[config.mk]
export PLATFORM = sky130hd
export DESIGN_NAME = isc_engine
export DESIGN_NICKNAME = d
export VERILOG_FILES = /design/src/rtl/isc_pkg.sv /design/src/rtl/isc_engine.sv
export SDC_FILE = /design/constraint.sdc
export NUM_CORES = 1
export LEC_CHECK = 0
export BUFFER_PORTS_ARGS = -buffer_cell sky130_fd_sc_hd__clkbuf_2
export CORE_MARGIN = 10
export CORE_UTILIZATION = 49
export DETAILED_ROUTE_END_ITERATION = 6
export HOLD_SLACK_MARGIN = 0.02
export PLACE_DENSITY = 0.83
export SETUP_SLACK_MARGIN = 0.05
export SLEW_MARGIN = 25
export SYNTH_ARGS = -nofsm -noshare
export SYNTH_HDL_FRONTEND = slang
export SYNTH_SLANG_ARGS = --single-unit
export TNS_END_PERCENT = 5
[constraint.sdc]
create_clock -name clk -period 3.9 [get_ports clk]
set_input_delay 0 -clock clk [delete_from_list [all_inputs] [get_ports clk]]
set_output_delay 0 -clock clk [all_outputs]
set_load 0.01 [all_outputs]
[src/rtl/isc_pkg.sv]
`default_nettype none
// ----------------------------------------------------------------------------
// isc_pkg: shared types and constants of the insertion sorter
// Request and response payloads, operation codes, sequencer states and
// the default store depth.
// ----------------------------------------------------------------------------
package isc_pkg;

	// Default number of entries in the sorted store.
	localparam int MAX_ENTRIES_DEF = 1024;

	// Operation codes carried in the request.
	localparam logic [1:0] OP_INSERT = 2'd0;
	localparam logic [1:0] OP_READ   = 2'd1;
	localparam logic [1:0] OP_CLEAR  = 2'd2;

	// Request payload.
	typedef struct packed {
		logic        [1:0]  opcode;
		logic signed [31:0] value;
		logic        [9:0]  index;
	} req_t;

	// Response payload.
	typedef struct packed {
		logic        [10:0] position;
		logic signed [31:0] read_value;
		logic        [10:0] fill_level;
		logic        [19:0] move_count;
		logic               error_flag;
	} rsp_t;

	// Sequencer states.
	typedef enum logic [2:0] {
		ST_IDLE,
		ST_SHIFT,
		ST_PLACE,
		ST_RDWAIT,
		ST_RESP
	} state_t;

endpackage
`default_nettype wire

[src/rtl/isc_engine.sv]
`default_nettype none
// ----------------------------------------------------------------------------
// isc_engine: insert, read and clear sequencer
// Walks the sorted store from the top downwards on an insert, moving each
// greater entry up by one slot, one RAM read and one write per cycle.
// ----------------------------------------------------------------------------
module isc_engine import isc_pkg::*; #(
	parameter int MAX_ENTRIES = MAX_ENTRIES_DEF,
	localparam int AW = $clog2(MAX_ENTRIES)
) (
	input  wire logic          clk,
	input  wire logic          arst_n,
	input  wire logic          req_valid,
	output logic               req_ready,
	input  wire req_t          req,
	output logic               res_valid,
	input  wire logic          res_ready,
	output rsp_t               res,
	output logic               ram_we,
	output logic [AW-1:0]      ram_waddr,
	output logic [31:0]        ram_wdata,
	output logic [AW-1:0]      ram_raddr,
	input  wire logic [31:0]   ram_rdata
);

	localparam int CW   = $clog2(MAX_ENTRIES + 1);
	localparam int CMPW = (CW > 10) ? CW : 10;
	localparam int LW   = (AW > 11) ? AW : 11;
	localparam int FW   = (CW > 11) ? CW : 11;

	state_t             state_q, state_d;
	logic [CW-1:0]      cnt_q;
	logic [19:0]        moves_q;
	logic [AW-1:0]      slot_q;
	logic signed [31:0] val_q;
	logic [10:0]        pos_q;
	logic [31:0]        rdv_q;
	logic               err_q;

	logic            full;
	logic            empty;
	logic            idx_ok;
	logic            greater;
	logic [CMPW-1:0] idx_ext;
	logic [CW-1:0]   cnt_m1;
	logic [19:0]     moves_inc;
	logic [LW-1:0]   slot_ext;
	logic [FW-1:0]   fill_ext;

	// Status of the store and the comparison of the entry just read.
	assign full      = (cnt_q == CW'(MAX_ENTRIES));
	assign empty     = (cnt_q == '0);
	assign idx_ext   = CMPW'(req.index);
	assign idx_ok    = (idx_ext < CMPW'(cnt_q));
	assign cnt_m1    = cnt_q - CW'(1);
	assign greater   = ($signed(ram_rdata) > val_q);
	assign moves_inc = (moves_q == '1) ? moves_q : moves_q + 20'd1;
	assign slot_ext  = LW'(slot_q);
	assign fill_ext  = FW'(cnt_q);

	// Next state.
	always_comb begin
		state_d = state_q;
		case (state_q)
			ST_IDLE: begin
				if (req_valid) begin
					case (req.opcode)
						OP_INSERT: begin
							if (full || empty) begin
								state_d = ST_RESP;
							end else begin
								state_d = ST_SHIFT;
							end
						end
						OP_READ: begin
							state_d = idx_ok ? ST_RDWAIT : ST_RESP;
						end
						default: begin
							state_d = ST_RESP;
						end
					endcase
				end
			end
			ST_SHIFT: begin
				if (!greater) begin
					state_d = ST_RESP;
				end else if (slot_q == AW'(1)) begin
					state_d = ST_PLACE;
				end
			end
			ST_PLACE: begin
				state_d = ST_RESP;
			end
			ST_RDWAIT: begin
				state_d = ST_RESP;
			end
			ST_RESP: begin
				if (res_ready) begin
					state_d = ST_IDLE;
				end
			end
			default: begin
				state_d = ST_IDLE;
			end
		endcase
	end

	// Handshake and RAM port outputs.
	always_comb begin
		req_ready = (state_q == ST_IDLE);
		res_valid = (state_q == ST_RESP);
		ram_we    = 1'b0;
		ram_waddr = '0;
		ram_wdata = '0;
		ram_raddr = '0;
		case (state_q)
			ST_IDLE: begin
				if (req_valid && req.opcode == OP_INSERT && !full) begin
					if (empty) begin
						ram_we    = 1'b1;
						ram_wdata = req.value;
					end else begin
						ram_raddr = cnt_m1[AW-1:0];
					end
				end else if (req_valid && req.opcode == OP_READ) begin
					ram_raddr = idx_ext[AW-1:0];
				end
			end
			ST_SHIFT: begin
				ram_we    = 1'b1;
				ram_waddr = slot_q;
				if (greater) begin
					ram_wdata = ram_rdata;
					ram_raddr = slot_q - AW'(2);
				end else begin
					ram_wdata = val_q;
				end
			end
			ST_PLACE: begin
				ram_we    = 1'b1;
				ram_wdata = val_q;
			end
			default: begin
				ram_we = 1'b0;
			end
		endcase
	end

	// Control state: sequencer, fill count and move count.
	always_ff @(posedge clk or negedge arst_n) begin
		if (!arst_n) begin
			state_q <= ST_IDLE;
			cnt_q   <= '0;
			moves_q <= '0;
		end else begin
			state_q <= state_d;
			case (state_q)
				ST_IDLE: begin
					if (req_valid && req.opcode == OP_INSERT && !full) begin
						if (empty) begin
							cnt_q <= cnt_q + CW'(1);
						end else begin
							moves_q <= moves_inc;
						end
					end else if (req_valid && req.opcode == OP_CLEAR) begin
						cnt_q   <= '0;
						moves_q <= '0;
					end
				end
				ST_SHIFT: begin
					if (greater) begin
						moves_q <= moves_inc;
					end else begin
						cnt_q <= cnt_q + CW'(1);
					end
				end
				ST_PLACE: begin
					cnt_q <= cnt_q + CW'(1);
				end
				default: begin
					cnt_q <= cnt_q;
				end
			endcase
		end
	end

	// Item payload and result fields.
	always_ff @(posedge clk) begin
		case (state_q)
			ST_IDLE: begin
				if (req_valid) begin
					val_q  <= req.value;
					slot_q <= cnt_q[AW-1:0];
					rdv_q  <= '0;
					case (req.opcode)
						OP_INSERT: begin
							pos_q <= '0;
							err_q <= full;
						end
						OP_READ: begin
							pos_q <= {1'b0, req.index};
							err_q <= !idx_ok;
						end
						default: begin
							pos_q <= '0;
							err_q <= 1'b0;
						end
					endcase
				end
			end
			ST_SHIFT: begin
				if (greater) begin
					slot_q <= slot_q - AW'(1);
				end else begin
					pos_q <= slot_ext[10:0];
				end
			end
			ST_PLACE: begin
				pos_q <= '0;
			end
			ST_RDWAIT: begin
				rdv_q <= ram_rdata;
			end
			default: begin
				pos_q <= pos_q;
			end
		endcase
	end

	// Result presented to the output stage.
	always_comb begin
		res.position   = pos_q;
		res.read_value = rdv_q;
		res.fill_level = fill_ext[10:0];
		res.move_count = moves_q;
		res.error_flag = err_q;
	end

endmodule
`default_nettype wire
==> results.cfg <==
[sta]
slew_headroom = 0.3493
drv_slew = 0
max_slew.worst_pin.slew_ns = 0.9760
fin_crit_share = 0.8808
rsz0062_at_grt = no
max_clock_skew_ns = 0.008298
fmaxAchievable_ghz = 0.2911
report.final.setup_viol = 0
fin_setup_tns_ns = 0
fin_worst_hold_slack_ns = 0.2444
hold_viol_final = 0
period_needed_ns = 3.435

[layout]
drive_above_1_share = 0.2505
layout.cells.most_common = sky130_fd_sc_hd__clkbuf_2
fill_cells = 1212
num-nets-final = 1191
post_layout_cell_count = 1290
layout_common_cells = sky130_fd_sc_hd__clkbuf_2, sky130_fd_sc_hd__edfxtp_1, sky130_fd_sc_hd__dlygate4sd3_1, sky130_fd_sc_hd__and2_1, sky130_fd_sc_hd__nand2_1
antenna-diode-count = 0
area_growth_pct = 32.53

[floorplan]
chipHeight_um = 147.0
ios = 210
die_w_um = 147.0
fp.coreArea_um2 = 15830
fp.dieArea_um2 = 21610
effective_utilization_at_floorplan = 0.4994
placement_rows = 46

[hold_path]
hold_class = primary input to asynchronous set/reset pin

[logic_synthesis]
ys.warnings.count = 0
synth_flop_cell = sky130_fd_sc_hd__edfxtp_1
synth.distinct_cells = 74
synth.avg_cell_area_um2 = 10.01
synthesis.nets = 918
syn_inst = 790
postSynthRegisterBits = 119
ys_async_sr_fraction = 0.2857
mappedNetlistArea_um2 = 7905
yosysSeqAreaShare = 0.4305
synth_edf_count = 85

[clocking]
tritoncts = done
clk_pin_slew_ns = 0.06
ctsLongestPathBuffers = 2
cts_root_buf = sky130_fd_sc_hd__clkbuf_16
tritoncts_num_sinks = 119
cts_buffers = 17
clock_latency_late_sink_ns = 0.43
post_cts_resize_count = 0
max_h_tree_level = 4

[detailed_routing]
detail_route.vias_per_cell = 5.843
drt_pre_antenna_iters = 5
total_routed_length_mm = 26.33
drc = 0
detailroute.via_count = 7537
wire_per_inst_um = 20.41
antenna_violating_nets_post_route = 0
drc_marker_count_from_the_first_detailed_route_iteration = 705

[place]
gpl.final_weighted_congestion = 0.9165
numPortBuffers = 208
numPlacedInstances = 1178
hpwlAfterDp_mm = 18.04

[global_route]
gr-usage-met2 = 0.4051
gr-max-usage-layer = met2
global_route.usage.met1 = 0.2935
grt_util_all_layers = 0.2399
grt_util_met3 = 0.05713
grt_pass1_vias = 7607
grt_overflow = 0
grt_first_pass_wirelength_mm = 41.89
maximum_number_of_pins_on_one_net_before_global_route_repair = 39
number_of_antenna_violations_at_the_first_check_in_global_routing = 0

[worst_setup_path]
endpoint_kind = output port
critPathKind = flop to output port
crit_path_start = val_q[10]
r2r_cells = 9
startpoint_type = flop
rrSetupSlack_ns = 0.65
crit_path_end = ram_wdata[24]
timing.critical_path.required_ns = 3.90
critical_path_peak_fanout = 23
r2r_path_end = pos_q[8]
r2r-start = val_q[27]
arrival_time_worst_endpoint_ns = 3.43

[power_and_ir_drop]
pwr_density_cell_nw_per_um2 = 500.9
p_leak_uw = 0.004765
vdd_ir_drop_max_mv = 0.3487

[status]
result_of_the_run = finished clean

[run]
timing.max_cap.violations = 0
sequential cells by signal, summed over array words and instances, names as in the netlist:
register,count
rdv_q,32
state_q,3
moves_q,20
slot_q,10
pos_q,10
cnt_q,11
err_q,1
val_q,32
through the flow:
step / utilization / area [µm²] / total power, µW / setup WS [ns]
2_1_floorplan: - / 7905 / 3027 / 0.06882
3_3_place_gp: 0.5737 / 9080 / 3604 / 0.7104
3_5_place_dp: 0.5737 / 9080 / 3654 / 0.6394
4_1_cts: 0.6584 / 10420 / 5209 / 0.1778
5_1_grt: 0.6619 / 10480 / 5533 / 0.2937
6_report: 0.6619 / 10480 / 5247 / 0.4650
cells in the mapped netlist (20+ instances only):
cell                       count  area [µm²]
sky130_fd_sc_hd__a221o_1      35       350.3
sky130_fd_sc_hd__dfrtp_1      34       850.8
sky130_fd_sc_hd__inv_1        55       206.5
sky130_fd_sc_hd__nor3_1       26       130.1
sky130_fd_sc_hd__edfxtp_1     85        2552
sky130_fd_sc_hd__ha_1         48       600.6
sky130_fd_sc_hd__nor2_1       39       146.4
sky130_fd_sc_hd__nand3_1      20       100.1
sky130_fd_sc_hd__o21ai_0      20       100.1
sky130_fd_sc_hd__a21oi_1      26       130.1
sky130_fd_sc_hd__clkbuf_1     28       105.1
sky130_fd_sc_hd__nand2_1      60       225.2
sky130_fd_sc_hd__and2_1       68       425.4
repair_timing:
action,4_1_cts,5_1_grt
hold buffers,80,0
endpoints found under the hold margin,112,0
setup buffers,0,0
setup endpoints to repair,0,0
where the power goes:
group	internal, µW	switching (µW)
Combinational	737	1170
Sequential	1660	194
Clock	914	572
layout make-up:
class / instances / area (µm²) / share of cell area
flip-flops and latches: 119 / 3403 / 0.3249
inverters: 55 / 206.4 / 0.01971
clock inverters: 13 / 115.1 / 0.01099
clock buffers: 17 / 425.4 / 0.04061
repair buffers: 300 / 1972 / 0.1882
multi-input cells: 570 / 4084 / 0.3898
well taps: 216 / 270.3 / 0.02580
worst min path at each step:
stage,start,to,slack (ns),cells after the start
floorplan,arst_n,cnt_q[0],-0.30,0
global placement,arst_n,cnt_q[2],0.16,1
detailed placement,arst_n,cnt_q[0],0.18,1
CTS,arst_n,moves_q[18],0.26,2
global route,arst_n,cnt_q[2],0.30,2
finish,arst_n,cnt_q[0],0.24,2
per-layer routing:
layer | part of all wire | up-vias
li1 | - | 3489
met1 | 0.39 | 3586
met2 | 0.51 | 415
met3 | 0.082 | 47
met4 | 0.019 | 0
met5 | 0 | -
cell families after synthesis:
logic type / count (synthesis) / synth area share
adders and majority gates: 48 / 0.07597
DFF: 119 / 0.4305
other: 1 / 0.0004744
muxes: 15 / 0.01915
buffers and inverters: 101 / 0.05461
AOI/OAI and AO/OA: 189 / 0.1915
and+or+nand+nor: 295 / 0.2034
xor gates and xnor gates: 22 / 0.02437
critical path: stages (launching register included):
cell and delay, ns:
sky130_fd_sc_hd__edfxtp_1 0.36, sky130_fd_sc_hd__inv_1 0.07, sky130_fd_sc_hd__ha_1 0.31, sky130_fd_sc_hd__nand4_1 0.21, sky130_fd_sc_hd__nor4_4 0.37, sky130_fd_sc_hd__o21ai_2 0.11, sky130_fd_sc_hd__a32oi_2 0.26, sky130_fd_sc_hd__o211a_4 0.32
sky130_fd_sc_hd__o22ai_4 0.19, sky130_fd_sc_hd__buf_16 0.27, sky130_fd_sc_hd__a221o_1 0.39, sky130_fd_sc_hd__clkbuf_2 0.14
Power figures use the tool's default switching activity.
